## src/rtl/sega_pkg.sv

```systemverilog
// shared types, constants and helpers of the sensor exposure and gain applier
package sega_pkg;

  // fixed point formats of the requests
  localparam int GAIN_FRAC_BITS     = 18;
  localparam int EXPOSURE_FRAC_BITS = 8;
  localparam int HISTORY_DEPTH      = 4;
  localparam int HIST_AW            = (HISTORY_DEPTH > 1) ? $clog2(HISTORY_DEPTH) : 1;

  // field widths
  localparam int MODE_W      = 2;
  localparam int REQ_W       = 24;
  localparam int FRAME_W     = 15;
  localparam int DELAY_W     = 2;
  localparam int PENDING_W   = 3;
  localparam int GAIN_CODE_W = 8;
  localparam int SHUTTER_W   = 16;
  localparam int VALUE_W     = 25;
  localparam int CFG_IDX_W   = 2;
  localparam int CFG_DATA_W  = 15;

  // sensor limits
  localparam int GAIN_MAX_CODE = 720 / 3;
  localparam int GAIN_SCALE    = 20;
  localparam int SHORT_READOUT = 273;
  localparam int LONG_MIN      = 273 + 9;
  localparam int SHORT_MAX     = 273 - 8;
  localparam int SHORT_MIN     = 9;
  localparam int NORMAL_MIN    = 8;
  localparam int NORMAL_MARGIN = 4;
  localparam int WDR_MARGIN    = 8;
  localparam int SHORT_SHIFT   = 16;
  localparam int SHORT_SAT     = (1 << SHUTTER_W) - 1;
  localparam int FRAME_RESET   = 2256;

  // result queue
  localparam int FIFO_DEPTH     = 8;
  localparam int FIFO_AW        = $clog2(FIFO_DEPTH);
  localparam int FIFO_CW        = $clog2(FIFO_DEPTH + 1);
  localparam int FIFO_STALL_LVL = FIFO_DEPTH - 4;

  typedef enum logic [MODE_W-1:0] {
    MODE_GAIN     = 2'd0,
    MODE_EXPOSURE = 2'd1,
    MODE_TICK     = 2'd2
  } mode_t;

  typedef enum logic [CFG_IDX_W-1:0] {
    CFG_WDR_MODE       = 2'd0,
    CFG_FRAME_LINES    = 2'd1,
    CFG_GAIN_DELAY     = 2'd2,
    CFG_EXPOSURE_DELAY = 2'd3
  } cfg_idx_t;

  localparam logic KIND_GAIN     = 1'b0;
  localparam logic KIND_EXPOSURE = 1'b1;

  typedef struct packed {
    logic               wdr_mode;
    logic [FRAME_W-1:0] frame_lines;
    logic [DELAY_W-1:0] gain_delay;
    logic [DELAY_W-1:0] exposure_delay;
  } cfg_t;

  typedef struct packed {
    logic [MODE_W-1:0] mode;
    logic [REQ_W-1:0]  gain_log;
    logic [REQ_W-1:0]  exposure_long;
    logic [REQ_W-1:0]  exposure_short;
  } item_t;

  typedef struct packed {
    logic               kind;
    logic [VALUE_W-1:0] value;
    logic               last;
  } result_t;

  // up to two words per tick, packed from r0
  typedef struct packed {
    logic [1:0] cnt;
    result_t    r0;
    result_t    r1;
  } push_t;

  // history slot for a delay, the oldest one beyond the depth
  function automatic logic [HIST_AW-1:0] hist_idx(input logic [DELAY_W-1:0] d);
    logic [HIST_AW+DELAY_W-1:0] wide;
    wide = (HIST_AW + DELAY_W)'(d);
    if (32'(d) < HISTORY_DEPTH) begin
      return wide[HIST_AW-1:0];
    end
    return HIST_AW'(HISTORY_DEPTH - 1);
  endfunction

endpackage

```

## src/rtl/sega_calc.sv

```systemverilog
// gain code and shutter value computation for one request
module sega_calc
  import sega_pkg::*;
(
  input  cfg_t                   cfg,
  input  logic [REQ_W-1:0]       gain_log,
  input  logic [REQ_W-1:0]       exposure_long,
  input  logic [REQ_W-1:0]       exposure_short,
  output logic [GAIN_CODE_W-1:0] gain_code,
  output logic [SHUTTER_W-1:0]   long_val,
  output logic [SHUTTER_W-1:0]   short_val
);

  localparam int PROD_W = REQ_W + 5;

  logic [PROD_W-1:0] prod;
  logic [PROD_W-1:0] g_full;
  logic [REQ_W-1:0]  el;
  logic [REQ_W-1:0]  es;
  logic [REQ_W-1:0]  frame_w;
  logic [REQ_W-1:0]  two_f;
  logic [REQ_W-1:0]  n_elc;
  logic [REQ_W-1:0]  n_lv;
  logic [REQ_W-1:0]  n_hi;
  logic [REQ_W-1:0]  n_lv_hi;
  logic [REQ_W-1:0]  n_lv_fin;
  logic [REQ_W-1:0]  n_sv;
  logic [REQ_W-1:0]  w_lv;
  logic [REQ_W-1:0]  w_hi;
  logic [REQ_W-1:0]  w_lv_hi;
  logic [REQ_W-1:0]  w_lv_fin;
  logic [REQ_W-1:0]  w_sv;
  logic [REQ_W-1:0]  w_sv_lo;
  logic [REQ_W-1:0]  w_sv_fin;

  // gain: scale by 20, drop the fraction, clamp to the top code
  assign prod   = PROD_W'(gain_log) * PROD_W'(GAIN_SCALE);
  assign g_full = prod >> GAIN_FRAC_BITS;
  assign gain_code = (g_full > PROD_W'(GAIN_MAX_CODE)) ? GAIN_CODE_W'(GAIN_MAX_CODE)
                                                       : g_full[GAIN_CODE_W-1:0];

  // integer lines of the exposure requests
  assign el      = exposure_long >> EXPOSURE_FRAC_BITS;
  assign es      = exposure_short >> EXPOSURE_FRAC_BITS;
  assign frame_w = REQ_W'(cfg.frame_lines);
  assign two_f   = REQ_W'({cfg.frame_lines, 1'b0});

  // normal mode: frame minus exposure, clamped to 8..frame-4
  assign n_elc    = (el > frame_w) ? frame_w : el;
  assign n_lv     = frame_w - n_elc;
  assign n_hi     = (frame_w > REQ_W'(NORMAL_MARGIN)) ? frame_w - REQ_W'(NORMAL_MARGIN) : '0;
  assign n_lv_hi  = (n_lv > n_hi) ? n_hi : n_lv;
  assign n_lv_fin = (n_lv_hi < REQ_W'(NORMAL_MIN)) ? REQ_W'(NORMAL_MIN) : n_lv_hi;
  assign n_sv     = (es > REQ_W'(SHORT_SAT)) ? REQ_W'(SHORT_SAT) : es;

  // wdr long: 2*frame minus exposure, saturating, clamped to 282..2*frame-8
  assign w_lv     = (two_f > el) ? two_f - el : '0;
  assign w_hi     = (two_f > REQ_W'(WDR_MARGIN)) ? two_f - REQ_W'(WDR_MARGIN) : '0;
  assign w_lv_hi  = (w_lv > w_hi) ? w_hi : w_lv;
  assign w_lv_fin = (w_lv_hi < REQ_W'(LONG_MIN)) ? REQ_W'(LONG_MIN) : w_lv_hi;

  // wdr short: 273 minus exposure, saturating, clamped to 9..265
  assign w_sv     = (REQ_W'(SHORT_READOUT) > es) ? REQ_W'(SHORT_READOUT) - es : '0;
  assign w_sv_lo  = (w_sv < REQ_W'(SHORT_MIN)) ? REQ_W'(SHORT_MIN) : w_sv;
  assign w_sv_fin = (w_sv_lo > REQ_W'(SHORT_MAX)) ? REQ_W'(SHORT_MAX) : w_sv_lo;

  // mode select
  assign long_val  = cfg.wdr_mode ? w_lv_fin[SHUTTER_W-1:0] : n_lv_fin[SHUTTER_W-1:0];
  assign short_val = cfg.wdr_mode ? w_sv_fin[SHUTTER_W-1:0] : n_sv[SHUTTER_W-1:0];

endmodule

```

## src/rtl/sega_hist.sv

```systemverilog
// value histories, pending counters and tick write generation
module sega_hist
  import sega_pkg::*;
(
  input  logic                   clk,
  input  logic                   rst_n,
  input  cfg_t                   cfg,
  input  logic                   item_valid,
  input  logic [MODE_W-1:0]      mode,
  input  logic [GAIN_CODE_W-1:0] gain_code,
  input  logic [SHUTTER_W-1:0]   long_val,
  input  logic [SHUTTER_W-1:0]   short_val,
  output push_t                  push
);

  logic [GAIN_CODE_W-1:0] gain_hist_r  [HISTORY_DEPTH];
  logic [SHUTTER_W-1:0]   long_hist_r  [HISTORY_DEPTH];
  logic [SHUTTER_W-1:0]   short_hist_r [HISTORY_DEPTH];
  logic [PENDING_W-1:0]   gain_pending_r;
  logic [PENDING_W-1:0]   exp_pending_r;
  logic [PENDING_W-1:0]   gain_pending_nxt;
  logic [PENDING_W-1:0]   exp_pending_nxt;

  logic                   is_gain;
  logic                   is_exp;
  logic                   is_tick;
  logic                   gain_change;
  logic                   exp_change;
  logic                   gain_go;
  logic                   exp_go;
  logic [HIST_AW-1:0]     gi;
  logic [HIST_AW-1:0]     ei;
  result_t                gain_word;
  result_t                exp_word;
  logic [VALUE_W-1:0]     exp_value;

  // decode the item
  always_comb begin
    is_gain = 1'b0;
    is_exp  = 1'b0;
    is_tick = 1'b0;
    case (mode)
      MODE_GAIN:     is_gain = item_valid;
      MODE_EXPOSURE: is_exp  = item_valid;
      MODE_TICK:     is_tick = item_valid;
      default:       ;
    endcase
  end

  assign gain_change = is_gain && (gain_hist_r[0] != gain_code);
  assign exp_change  = is_exp && ((long_hist_r[0] != long_val) || (short_hist_r[0] != short_val));
  assign gain_go     = is_tick && (gain_pending_r != '0);
  assign exp_go      = is_tick && (exp_pending_r != '0);

  // pending counters
  always_comb begin
    gain_pending_nxt = gain_pending_r;
    exp_pending_nxt  = exp_pending_r;
    if (gain_change) begin
      gain_pending_nxt = PENDING_W'(cfg.gain_delay) + PENDING_W'(1);
    end else if (gain_go) begin
      gain_pending_nxt = gain_pending_r - PENDING_W'(1);
    end
    if (exp_change) begin
      exp_pending_nxt = PENDING_W'(cfg.exposure_delay) + PENDING_W'(1);
    end else if (exp_go) begin
      exp_pending_nxt = exp_pending_r - PENDING_W'(1);
    end
  end

  always_ff @(posedge clk) begin
    if (!rst_n) begin
      gain_pending_r <= '0;
      exp_pending_r  <= '0;
    end else begin
      gain_pending_r <= gain_pending_nxt;
      exp_pending_r  <= exp_pending_nxt;
    end
  end

  // newest entry takes a changed value, a tick shifts towards older
  always_ff @(posedge clk) begin
    if (!rst_n) begin
      for (int i = 0; i < HISTORY_DEPTH; i++) begin
        gain_hist_r[i]  <= '0;
        long_hist_r[i]  <= '0;
        short_hist_r[i] <= '0;
      end
    end else begin
      if (gain_change) begin
        gain_hist_r[0] <= gain_code;
      end
      if (exp_change) begin
        long_hist_r[0]  <= long_val;
        short_hist_r[0] <= short_val;
      end
      if (is_tick) begin
        for (int i = HISTORY_DEPTH - 1; i > 0; i--) begin
          gain_hist_r[i]  <= gain_hist_r[i-1];
          long_hist_r[i]  <= long_hist_r[i-1];
          short_hist_r[i] <= short_hist_r[i-1];
        end
      end
    end
  end

  // words of this tick, gain before exposure
  assign gi        = hist_idx(cfg.gain_delay);
  assign ei        = hist_idx(cfg.exposure_delay);
  assign exp_value = cfg.wdr_mode ? VALUE_W'({short_hist_r[ei], long_hist_r[ei]})
                                  : VALUE_W'(long_hist_r[ei]);

  always_comb begin
    gain_word.kind  = KIND_GAIN;
    gain_word.value = VALUE_W'(gain_hist_r[gi]);
    gain_word.last  = !exp_go;
    exp_word.kind   = KIND_EXPOSURE;
    exp_word.value  = exp_value;
    exp_word.last   = 1'b1;
    push.cnt = {1'b0, gain_go} + {1'b0, exp_go};
    push.r0  = gain_go ? gain_word : exp_word;
    push.r1  = exp_word;
  end

`ifndef NO_ASSERTIONS
  // a counter never runs above the longest delay plus one
  a_pending_bound: assert property (@(posedge clk) disable iff (!rst_n)
    (gain_pending_r <= PENDING_W'(4)) && (exp_pending_r <= PENDING_W'(4)))
    else $error("pending counter out of range");

  // a two-word tick is gain then exposure, marked last only on the second
  a_pair_order: assert property (@(posedge clk) disable iff (!rst_n)
    (push.cnt == 2'd2) |-> ((push.r0.kind == KIND_GAIN) && !push.r0.last &&
                            (push.r1.kind == KIND_EXPOSURE) && push.r1.last))
    else $error("tick word pair malformed");
`endif

endmodule

```

## src/rtl/sega_fifo.sv

```systemverilog
// result queue taking up to two words a cycle and giving one
module sega_fifo
  import sega_pkg::*;
(
  input  logic    clk,
  input  logic    rst_n,
  input  push_t   push,
  input  logic    pop,
  output logic    not_empty,
  output logic    almost_full,
  output result_t head
);

  result_t              mem_r [FIFO_DEPTH];
  logic [FIFO_AW-1:0]   wr_ptr_r;
  logic [FIFO_AW-1:0]   rd_ptr_r;
  logic [FIFO_CW-1:0]   count_r;
  logic [FIFO_AW-1:0]   wr_ptr_nxt;
  logic [FIFO_AW-1:0]   rd_ptr_nxt;
  logic [FIFO_CW-1:0]   count_nxt;
  logic                 do_pop;

  assign not_empty   = (count_r != '0);
  assign almost_full = (count_r >= FIFO_CW'(FIFO_STALL_LVL));
  assign head        = mem_r[rd_ptr_r];
  assign do_pop      = pop && not_empty;

  // pointer and fill bookkeeping
  always_comb begin
    wr_ptr_nxt = wr_ptr_r + FIFO_AW'(push.cnt);
    rd_ptr_nxt = rd_ptr_r + FIFO_AW'(do_pop);
    count_nxt  = count_r + FIFO_CW'(push.cnt) - FIFO_CW'(do_pop);
  end

  always_ff @(posedge clk) begin
    if (!rst_n) begin
      wr_ptr_r <= '0;
      rd_ptr_r <= '0;
      count_r  <= '0;
    end else begin
      wr_ptr_r <= wr_ptr_nxt;
      rd_ptr_r <= rd_ptr_nxt;
      count_r  <= count_nxt;
    end
  end

  // word storage
  always_ff @(posedge clk) begin
    if (push.cnt != 2'd0) begin
      mem_r[wr_ptr_r] <= push.r0;
    end
    if (push.cnt == 2'd2) begin
      mem_r[wr_ptr_r + FIFO_AW'(1)] <= push.r1;
    end
  end

`ifndef NO_ASSERTIONS
  // the input stall level leaves room for every word in flight
  a_no_overflow: assert property (@(posedge clk) disable iff (!rst_n)
    (32'(count_r) + 32'(push.cnt)) <= (FIFO_DEPTH + 32'(do_pop)))
    else $error("result queue overflow");

  // pointers and fill count agree
  a_ptr_count: assert property (@(posedge clk) disable iff (!rst_n)
    FIFO_AW'(wr_ptr_r - rd_ptr_r) == count_r[FIFO_AW-1:0])
    else $error("result queue pointers disagree with count");

  // a stalled head word stays put
  a_head_hold: assert property (@(posedge clk) disable iff (!rst_n)
    (not_empty && !pop) |=> $stable(head))
    else $error("head word changed while stalled");
`endif

endmodule

```

## src/rtl/sensor_exposure_gain_applier_core.sv

```systemverilog
// top level of the sensor exposure and gain applier
//
// Usage: the in_ channel carries auto-exposure requests and frame ticks
// (in_mode 0 gain, 1 exposure, 2 tick; 3 is ignored). Requests only update
// the internal histories; a tick emits the pending gain write, then the
// pending exposure write, on the out_ channel, with out_last on the final
// word of that tick. A tick with nothing pending gives no word.
// A word moves on a channel at a rising edge with valid high and stall low.
// The cfg_ channel writes wdr_mode, frame_lines, gain_delay and
// exposure_delay (index 0..3); cfg_ready is always high and writes belong
// while the block is idle.
// Flow: an item is registered on acceptance and processed in the next
// cycle; its words are then written into the result queue. One item per
// cycle is accepted while in_stall is low; words leave at one per cycle,
// while out_stall is low, through an eight-word result queue, and
// in_stall rises when four or more words wait there.
// Reset (rst_n low, synchronous) clears histories, pending counters, the
// queue and loads the register defaults. A stalling receiver only fills the
// queue; nothing is lost.
module sensor_exposure_gain_applier_core
  import sega_pkg::*;
(
  input  logic                  clk,
  input  logic                  rst_n,
  // request channel
  input  logic                  in_valid,
  output logic                  in_stall,
  input  logic [MODE_W-1:0]     in_mode,
  input  logic [REQ_W-1:0]      in_gain_log,
  input  logic [REQ_W-1:0]      in_exposure_long,
  input  logic [REQ_W-1:0]      in_exposure_short,
  // register write channel
  input  logic                  cfg_valid,
  output logic                  cfg_ready,
  input  logic [CFG_IDX_W-1:0]  cfg_index,
  input  logic [CFG_DATA_W-1:0] cfg_data,
  // result channel
  output logic                  out_valid,
  input  logic                  out_stall,
  output logic                  out_write_kind,
  output logic [VALUE_W-1:0]    out_write_value,
  output logic                  out_last
);

  cfg_t                   cfg_r;
  cfg_t                   cfg_nxt;
  item_t                  item_r;
  logic                   item_valid_r;
  logic                   item_valid_nxt;
  logic                   in_accept;
  logic                   almost_full;
  logic [GAIN_CODE_W-1:0] gain_code;
  logic [SHUTTER_W-1:0]   long_val;
  logic [SHUTTER_W-1:0]   short_val;
  push_t                  push;
  result_t                head;

  // register writes
  assign cfg_ready = 1'b1;

  always_comb begin
    cfg_nxt = cfg_r;
    if (cfg_valid) begin
      case (cfg_index)
        CFG_WDR_MODE:       cfg_nxt.wdr_mode       = cfg_data[0];
        CFG_FRAME_LINES:    cfg_nxt.frame_lines    = cfg_data[FRAME_W-1:0];
        CFG_GAIN_DELAY:     cfg_nxt.gain_delay     = cfg_data[DELAY_W-1:0];
        CFG_EXPOSURE_DELAY: cfg_nxt.exposure_delay = cfg_data[DELAY_W-1:0];
        default:            ;
      endcase
    end
  end

  always_ff @(posedge clk) begin
    if (!rst_n) begin
      cfg_r.wdr_mode       <= 1'b0;
      cfg_r.frame_lines    <= FRAME_W'(FRAME_RESET);
      cfg_r.gain_delay     <= '0;
      cfg_r.exposure_delay <= '0;
    end else begin
      cfg_r <= cfg_nxt;
    end
  end

  // input register
  assign in_stall       = almost_full;
  assign in_accept      = in_valid && !in_stall;
  assign item_valid_nxt = in_accept;

  always_ff @(posedge clk) begin
    if (!rst_n) begin
      item_valid_r <= 1'b0;
    end else begin
      item_valid_r <= item_valid_nxt;
    end
  end

  always_ff @(posedge clk) begin
    if (in_accept) begin
      item_r.mode           <= in_mode;
      item_r.gain_log       <= in_gain_log;
      item_r.exposure_long  <= in_exposure_long;
      item_r.exposure_short <= in_exposure_short;
    end
  end

  // value computation
  sega_calc u_calc (
    .cfg            (cfg_r),
    .gain_log       (item_r.gain_log),
    .exposure_long  (item_r.exposure_long),
    .exposure_short (item_r.exposure_short),
    .gain_code      (gain_code),
    .long_val       (long_val),
    .short_val      (short_val)
  );

  // histories and tick words
  sega_hist u_hist (
    .clk        (clk),
    .rst_n      (rst_n),
    .cfg        (cfg_r),
    .item_valid (item_valid_r),
    .mode       (item_r.mode),
    .gain_code  (gain_code),
    .long_val   (long_val),
    .short_val  (short_val),
    .push       (push)
  );

  // result queue
  sega_fifo u_fifo (
    .clk         (clk),
    .rst_n       (rst_n),
    .push        (push),
    .pop         (!out_stall),
    .not_empty   (out_valid),
    .almost_full (almost_full),
    .head        (head)
  );

  assign out_write_kind  = head.kind;
  assign out_write_value = head.value;
  assign out_last        = head.last;

endmodule

```

## config.mk

```make
export PLATFORM = sky130hd
export DESIGN_NAME = sensor_exposure_gain_applier_core
export DESIGN_NICKNAME = d
export VERILOG_FILES = /design/src/rtl/sega_pkg.sv /design/src/rtl/sega_calc.sv /design/src/rtl/sega_hist.sv /design/src/rtl/sega_fifo.sv /design/src/rtl/sensor_exposure_gain_applier_core.sv
export SDC_FILE = /design/constraint.sdc
export NUM_CORES = 1
export LEC_CHECK = 0
export ABC_AREA = 1
export BUFFER_PORTS_ARGS = -buffer_cell sky130_fd_sc_hd__buf_2
export CORE_MARGIN = 5
export CORE_UTILIZATION = 50
export DETAILED_ROUTE_END_ITERATION = 6
export GPL_ROUTABILITY_DRIVEN = 0
export PLACE_DENSITY = 0.67
export SYNTH_ARGS = -nofsm -noshare
export SYNTH_HDL_FRONTEND = slang
export SYNTH_HIERARCHICAL = 1
export SYNTH_SLANG_ARGS = --single-unit
```

## constraint.sdc

```tcl
create_clock -name clk -period 9.8 [get_ports clk]
set_clock_uncertainty 0.1 [all_clocks]
set_input_delay 0.98 -clock clk [delete_from_list [all_inputs] [get_ports clk]]
set_output_delay 0.98 -clock clk [all_outputs]
set_load 0.02 [all_outputs]
```

* Word level (Yosys, flattened, before mapping) *
Memories as Yosys holds them, arrays and structs flattened. A register that Yosys moved wholly into a read port is not among the register bits.
Cells that the tools add are included.

word-level totals
  bits in latches = 0
  memories kept = 4
  RAM bits = 376
  ROM bits = 0
  bits in registers = 111

memory list
  name                 depth  width  rd ports  clocked after Yosys merged registers in  write ports  RTL line         RTL
  u_fifo.mem_r         8      27     1         1                                        2            sega_fifo.sv:14  result_t mem_r [FIFO_DEPTH];
  u_hist.long_hist_r   4      16     4         1                                        4            sega_hist.sv:17  logic [SHUTTER_W-1:0] long_hist_r [HISTORY_DEPTH];
  u_hist.short_hist_r  4      16     4         1                                        4            sega_hist.sv:18  logic [SHUTTER_W-1:0] short_hist_r [HISTORY_DEPTH];
  u_hist.gain_hist_r   4      8      4         1                                        4            sega_hist.sv:16  logic [GAIN_CODE_W-1:0] gain_hist_r [HISTORY_DEPTH];

cells by class
  bitwise operators = 12
  muxes and demuxes = 57
  multiply operators = 1
  reduce and logical (&&, ||, !) cells = 22
  $lt $le $gt $ge = 14
  shift-type cells = 0
  divide/modulo/power cells = 0
  $add $sub $neg = 15
  equality and inequality tests = 9

operators with widths
  operator                                              count
  2-to-1 mux 16 bit                                     15
  2-to-1 mux 24 bit                                     7
  > comparator 24 bit                                   2
  < comparator 24 x 4 -> 1 bit (second input constant)  2
  2-to-1 mux 8 bit                                      5
  inequality test 16 bit                                2
  multiplier 24 x 3 -> 27 bit (second input constant)   1
  2-to-1 mux 27 bit                                     1
  2-to-1 mux 25 bit                                     1
  > comparator 24 x 9 -> 1 bit (second input constant)  1
  < comparator 24 x 9 -> 1 bit (second input constant)  1
  subtractor 15 x 24 -> 24 bit                          1
  2-to-1 mux 1 bit                                      17
  subtractor 16 x 16 -> 17 bit                          1
  subtractor 16 x 4 -> 17 bit (second input constant)   1
  subtractor 9 x 16 -> 17 bit (first input constant)    1
  > comparator 16 x 15 -> 1 bit                         1
  > comparator 16 bit                                   1
  > comparator 16 bit (second input constant)           1
  > comparator 16 x 4 -> 1 bit (second input constant)  1
  > comparator 9 x 16 -> 1 bit (first input constant)   1
  subtractor 15 x 3 -> 16 bit (second input constant)   1
  > comparator 15 x 3 -> 1 bit (second input constant)  1
  2-to-1 mux 3 bit                                      5
  other kinds (23)                                      59

* Depth between registers and ports, before layout *
Gate-level depths: netlist of run 1.

  depth after elaboration = 15
  mapped depth = 55
  mapped depth without buffers = 53

* Hierarchy *
Netlist of run 1, hierarchy kept.

by module, submodules not included
  module                             cells each  times used  area an instance (µm²)  seq. area each (µm²)
  sega_fifo                          1,822       1           13,792.0                6,686.4
  sega_hist                          839         1           7,410.9                 4,294.1
  sega_calc                          1,073       1           5,903.2                 0.0
  sensor_exposure_gain_applier_core  205         1           3,100.5                 2,642.5

* Worst setup path after synthesis of run 1 *
No wires, ideal clock.

  kind = reg2reg
  start point = register cfg_r[5] in the netlist's numbering
  end point = memory u_hist.long_hist_r[0][0] (enable)
  data required time = 9,217 ps
  period minus slack after synthesis = 6,597 ps
  cell stages (with the launch flop) = 50
  arrival time = 6,013 ps
  path buffers = 2
  path slack = 3,203 ps
  cells stage by stage = dfxtp_1 -> inv_1 -> ha_1 -> a21oi_1 -> nor2_1 -> a211oi_1 -> o221ai_1 -> nand2_1 -> o2111ai_1 -> nand2_1 -> clkbuf_1 -> o21ai_0 -> ha_1 -> fa_1 -> inv_1 -> nand3_1 -> nand3_1 -> nand3_1 -> [14 not listed] -> nand2_1 -> clkbuf_1 -> nand2_1 -> o21ai_0 -> nand2_1 -> nor2_1 -> nand4_1 -> nand2_1 -> nor2_1 -> a21oi_2 -> xnor2_1 -> nand2_1 -> nor2_1 -> nand2_1 -> nor2_1 -> nand2_2 -> nand2_2 -> nand2_1

RTL lines
  item                      RTL line                                 RTL
  start: declaration        sensor_exposure_gain_applier_core.sv:45  cfg_t cfg_r;
  start signal: assignment  sensor_exposure_gain_applier_core.sv:81  cfg_r <= cfg_nxt;
  end: declaration          sega_hist.sv:17

==> implementation parameters, run 1 <==
Parameter                              Value

Run status
  Status    complete, no violations

Hold path
  Min-delay worst type    flop to flop
  Startpoint of the tightest hold check path    u_hist/exp_pending_r[2]

Clocking
  Cell chosen for the clock root    sky130_fd_sc_hd__clkbuf_16
  Post-CTS setup buffers    0
  Clock H-tree levels    2
  TritonCTS clock tree    yes
  Clock latency on the worst-skew pair    0.60 ns
  Clock sink count    450
  Number of resized instances in the post-cts repair step    0
  CTS Buf Count    50
  Max Buffers Root-to-Sink    3
  Quantity of hold-fixing buffers added after cts    0
  Clock-pin transition on the worst setup and hold timing paths    0.06 ns

Drt
  First DRT Iteration DRCs    roughly 2,100
  Number of vias after detailed routing    25,100
  Post-DR wirelength/cell    16.9 um
  Post-detailed-route DRC marker count    0
  Total iterations of the first detailed-routing run    6
  Via-per-instance ratio    between 5 and 6
  Number of nets with antenna violations after detailed routing    0
  Total detailed-routing wirelength    roughly 79,000 um

Cells and area
  Proportion of layout cells with a drive suffix above 1    0.0718
  Top library cells by usage in the layout, fill and taps aside    sky130_fd_sc_hd__nand2_1 (1,245), sky130_fd_sc_hd__inv_1 (569), sky130_fd_sc_hd__edfxtp_1 (413)
  Synth-to-layout area growth    8.03%
  Number of diodes    0
  NumNets Final    4,115
  Commonest non-fill, non-tap cell in the layout    sky130_fd_sc_hd__nand2_1
  End-of-flow core utilization    0.545

Power and ir drop
  P_int    4.05 mW
  Switching portion of total power    0.354
  Register share of total power    0.369
  Peak supply drop    ~120 uV
  Sw Pwr    roughly 2.2 mW
  Clock power frac    0.309
  Comb pwr share    0.322
  Total power per unit cell area    roughly 200 mW/mm^2
  Lkg Pwr    around 15 nW

STA
  Final setup violating endpoints    0
  Setup repair after global routing missed its margin    false
  Final TNS setup    0 ns
  Slew Limit Headroom    0.209
  Worst-case setup margin in the final layout    between 1.5 and 2 ns
  Fin. max-slew vios    0
  Final critical path time including I/O delays and setup    8.20 ns
  Actual slew at the worst max-slew pin    ~1.2 ns
  Final-report hold violation count    0
  Final period utilization    0.837
  Max Clock Freq    around 120 MHz

GRT
  Tot GR Track Use    0.240
  Total grt overflow    0
  Number of global-route vias before repair    23,500
  Wire length of the first global-routing pass    between 100,000 and 150,000 um
  Pin count of the biggest net entering global routing    between 100 and 150
  Initial antenna violation count    0

Worst setup path
  Critical path capture point type    flop
  Most repeated library cell on the critical path    sky130_fd_sc_hd__nand2_1
  Arrival @ worst endpoint    between 8 and 9 ns
  Crit path kind    flop to flop
  CP peak stage delay    between 0.6 and 0.7 ns
  Startpoint type of the worst setup path    flop
  Critical-path cell with the highest stage delay    sky130_fd_sc_hd__nand2_1
  Critical R2R Launch    item_r[32]
  CP Launch Point    item_r[32]
  Critical path required time    10.00 ns
  Biggest fanout along the worst timing path    33

Synth
  Summed instance area of the synthesized netlist    approximately 0.030 mm^2
  Yosys synthesis warning count    6
  Cells after Synth    roughly 3,900
  Avg Cell Area, Syn    around 7.6 um^2

Floorplanning
  Overall die height    254 um
  Core area    between 0.05 and 0.06 mm^2
  Number of rows created at floorplan    slightly below 90
  Horizontal die dimension    254 um
  Initial core utilization    0.505
  Area of the die    0.0644 mm^2
  Number of placed I/O pins    about 130

Flow run
  Maximum Capacitance Violations    0

Placed design
  Post-detail-place hpwl    slightly below 50,000 um
  Worst-case setup slack after placement    about 1.6 ns
  Buffers on Ports    108
==> per-layer routing <==
metal  wire (um)  vias to the layer above  GRT usage
met1       32000                    11400      0.302
met2       38800                      860      0.421
li1            -                    12600          -
met4        3120                        0     0.0967
met3        5040                      226     0.0326
met5           0                        -          0
==> metrics by stage <==
stage          cells  total power [mW]  hold slack, ns  area [um^2]
6_report        4687              6.27           0.387        32100
5_1_grt         4687              6.69           0.421        32100
4_1_cts         4687              6.30           0.391        32100
3_5_place_dp    4596              4.36           0.383        30400
3_3_place_gp    4596              4.33           0.376        30400
2_1_floorplan   3924              3.88           0.358        29700
==> sequential cells by signal, summed over array words and instances, names as in the netlist <==
signal and count:
u_hist/exp_pending_r 3, item_valid_r 1, u_hist/gain_pending_r 3, u_hist/short_hist_r 43
u_hist/gain_hist_r 32, item_r 58, u_fifo/count_r 4, u_fifo/wr_ptr_r 3
cfg_r 20, u_fifo/mem_r 216, u_hist/long_hist_r 64, u_fifo/rd_ptr_r 3
==> final timing paths <==
kind              cells after the start                   endpoint  slack [ns]
setup reg to reg                     42  u_hist/short_hist_r[0][0]        1.60
hold / removal                        2    u_hist/exp_pending_r[2]        0.39
hold reg to reg                       2    u_hist/exp_pending_r[2]        0.39
setup / recovery                     42  u_hist/short_hist_r[0][0]        1.60
==> cell type report <==
| cell class | count | area (um^2) |
|---|---|---|
| fillers | 5448 | 26800 |
| multi-input cells | 2650 | 13300 |
| flip-flops and latches | 450 | 13100 |
| inverters | 580 | 2180 |
| clock buffers | 56 | 1280 |
| well taps | 773 | 967 |
| repair buffers | 143 | 803 |
| clock inverters | 35 | 387 |
==> critical path: cells and delay by family (launching register included) <==
family                   cells  cell delay [ns]
AND/OR/NAND/NOR             25             3.89
AO/OA/AOI/OAI                9             1.78
adder cells (fa/ha/maj)      4             1.13
flip-flops                   1             0.53
buffers and inverters        3             0.32
XOR/XNOR                     1             0.13
==> power groups by stage <==
stage	Combinational [mW]	Sequential, mW	Clock [mW]
global route	2.31	2.33	2.05
finish	2.02	2.31	1.93
detailed placement	2.01	2.36	0
floorplan	1.56	2.32	0
global placement	1.98	2.35	0
CTS	2.02	2.32	1.97
No activity file was read; power rests on OpenSTA's default activity.
==> inputs of run 2 (changes only) <==
PLACE_DENSITY = 0.69   (was 0.67)
clock period = 7 ns   (was 9.8 ns; I/O delays follow)
==> run 2 against run 1 <==
Compared with the run above: clock power increased by 36%; global-route usage shrank 0.22 points; sequential power increased by 40%; hold slack got worse by 0.19 ns; combinational power increased by 48%; flip-flop and latch count is the same; total power is 41% higher; register-to-register slack got worse by 1.2 ns; first-iteration DRC count fell by 4.2%; routed wire length fell by 0.42%; setup slack worse by 1.2 ns; clock-buffer cell count grew 12; highest routed layer unchanged.
==> implementation parameters, run 2 (synthesized netlist as in run 1, its figures left out) <==
Parameter                              Value

Cells and area
  Most flop-heavy register    u_fifo/mem_r
  Top library cells by usage in the layout, fill and taps aside    sky130_fd_sc_hd__nand2_1 (1,234), sky130_fd_sc_hd__inv_1 (568), sky130_fd_sc_hd__edfxtp_1 (413)
  Largest registers ranked by flip-flop count    u_fifo/mem_r: 216 flops, u_hist/long_hist_r: 64 flops, item_r: 58 flops
  NumNets Final    roughly 4,200
  End-of-flow core utilization    0.554
  Proportion of layout cells with a drive suffix above 1    0.0921
  Commonest non-fill, non-tap cell in the layout    sky130_fd_sc_hd__nand2_1
  Max FFs per register    216
  Synth-to-layout area growth    9.80%

Drt
  Total detailed-routing wirelength    78,700 um
  Via-per-instance ratio    5.28
  Total iterations of the first detailed-routing run    5
  Post-detailed-route DRC marker count    0
  First DRT Iteration DRCs    between 1,500 and 2,000
  Number of vias after detailed routing    between 20,000 and 30,000
  Post-DR wirelength/cell    16.6 um
  Number of nets with antenna violations after detailed routing    0

Worst setup path
  CP peak stage delay    about 0.42 ns
  Critical-path cell with the highest stage delay    sky130_fd_sc_hd__edfxtp_1
  Startpoint type of the worst setup path    flop
  Crit path kind    flop to flop
  Critical R2R Launch    item_r[33]
  Arrival @ worst endpoint    6.81 ns
  Most repeated library cell on the critical path    sky130_fd_sc_hd__nand2_1
  End of the worst register-to-register path    u_hist/long_hist_r[0][9]
  CP Launch Point    item_r[33]
  Critical path required time    about 7.2 ns
  Biggest fanout along the worst timing path    15
  Critical path capture point type    flop
  Critical path endpoint    u_hist/long_hist_r[0][9]
  Cells on worst reg2reg path    43
  R2R Setup Slk    roughly 0.42 ns

STA
  Slew Limit Headroom    0.184
  Final period utilization    0.940
  Actual slew at the worst max-slew pin    1.22 ns
  Final TNS setup    0 ns
  Final critical path time including I/O delays and setup    approximately 6.6 ns
  Final setup violating endpoints    0
  Max Clock Freq    approximately 150 MHz
  Worst-case setup margin in the final layout    0.422 ns
  Final-report hold violation count    0
  Fin. max-slew vios    0

Floorplanning
  Area of the die    about 0.064 mm^2
  Overall die height    between 200 and 300 um
  Horizontal die dimension    between 200 and 300 um
  Initial core utilization    0.505
  Core area    just under 0.06 mm^2
  Number of placed I/O pins    about 130
  Number of rows created at floorplan    a little under 90

Clocking
  Clock latency on the worst-skew pair    about 0.6 ns
  Clock-pin transition on the worst setup and hold timing paths    0.06 ns
  CTS Buf Count    51
  Clock sink count    450
  Cell chosen for the clock root    sky130_fd_sc_hd__clkbuf_16
  Clock H-tree levels    2
  Max Buffers Root-to-Sink    3
  TritonCTS clock tree    yes

GRT
  Pin count of the biggest net entering global routing    100
  Number of global-route vias before repair    ~24,000
  Wire length of the first global-routing pass    124,000 um
  Total grt overflow    0
  Initial antenna violation count    2
  Tot GR Track Use    0.238

Power and ir drop
  Lkg Pwr    roughly 16 nW
  Total power per unit cell area    between 200 and 300 mW/mm^2
  Peak supply drop    236 uV
  Total Power Consumption    8.85 mW

Placed design
  Post-detail-place hpwl    roughly 50,000 um
  Worst-case setup slack after placement    between 0.2 and 0.3 ns
  Buffers on Ports    108

Flow run
  Maximum Capacitance Violations    0

Hold path
  Min-delay worst type    primary input to flop

Run status
  Status    complete, no violations
run 2: cell count changes in the layout (fill, tap and decap cells not counted), sizes merged:
cell	change
clkbuf	+14
clkinvlp	-3
clkinv	-6
diode	+2
bufinv	-3
inv	-1
buf	+48
run 2: how the worst min path moves through the flow:
| stage | from | endpoint | slack [ns] | cells past startpoint |
|---|---|---|---|---|
| finish | in_gain_log[16] | item_r[64] | 0.20 | 1 |
| global route | in_exposure_long[14] | item_r[38] | 0.16 | 1 |
| CTS | in_gain_log[11] | item_r[59] | 0.15 | 1 |
| detailed placement | cfg_r[19] | cfg_r[19] | 0.38 | 2 |
| global placement | u_hist/exp_pending_r[1] | u_hist/exp_pending_r[1] | 0.37 | 2 |
| floorplan | u_hist/exp_pending_r[1] | u_hist/exp_pending_r[1] | 0.36 | 2 |
run 2: through the flow:
step / std cells / instance area [um^2] / hold WS (ns)
6_report: 4738 / 32600 / 0.195
5_1_grt: 4738 / 32600 / 0.160
4_1_cts: 4725 / 32400 / 0.151
3_5_place_dp: 4635 / 30700 / 0.376
3_3_place_gp: 4635 / 30700 / 0.373
2_1_floorplan: 3924 / 29700 / 0.358
run 2: per-layer routing:
metal | vias to the layer above | GRT usage | routed length (um)
li1 | 12700 | - | -
met1 | 11300 | 0.291 | 31900
met2 | 805 | 0.426 | 39400
met3 | 207 | 0.0329 | 4350
met4 | 0 | 0.0951 | 3090
met5 | - | 0 | 0
run 2: final cells by class:
class / instances / area, um^2
Tap cell: 773 / 967
Timing Repair Buffer: 193 / 1270
Sequential cell: 450 / 13100
Multi-Input combinational cell: 2650 / 13400
Clock inverter: 22 / 229
Antenna cell: 2 / 5.00
Inverter: 580 / 2180
Fill cell: 5396 / 26300
Clock buffer: 68 / 1400
run 2: worst max-delay path: cells and delay by family, from the launching register on:
family / cells / cell delay [ns]
buffers and inverters: 4 / 0.59
xor gates and xnor gates: 1 / 0.13
AOI/OAI and AO/OA: 9 / 1.42
and+or+nand+nor: 26 / 2.71
DFF: 1 / 0.42
adders and majority gates: 3 / 0.95
run 2: power breakdown:
group,internal (mW),switching (mW),total (mW)
Sequential,3.13,0.104,3.23
Combinational,1.03,1.96,2.99
Clock,1.58,1.06,2.63
Total,5.73,3.12,8.85
run 2: what timing repair did:
item / 4_1_cts / 5_1_grt
gates resized for setup: 0 / 51
hold buffers: 0 / 0
buffers inserted: 0 / 7
setup endpoints to repair: 0 / 67
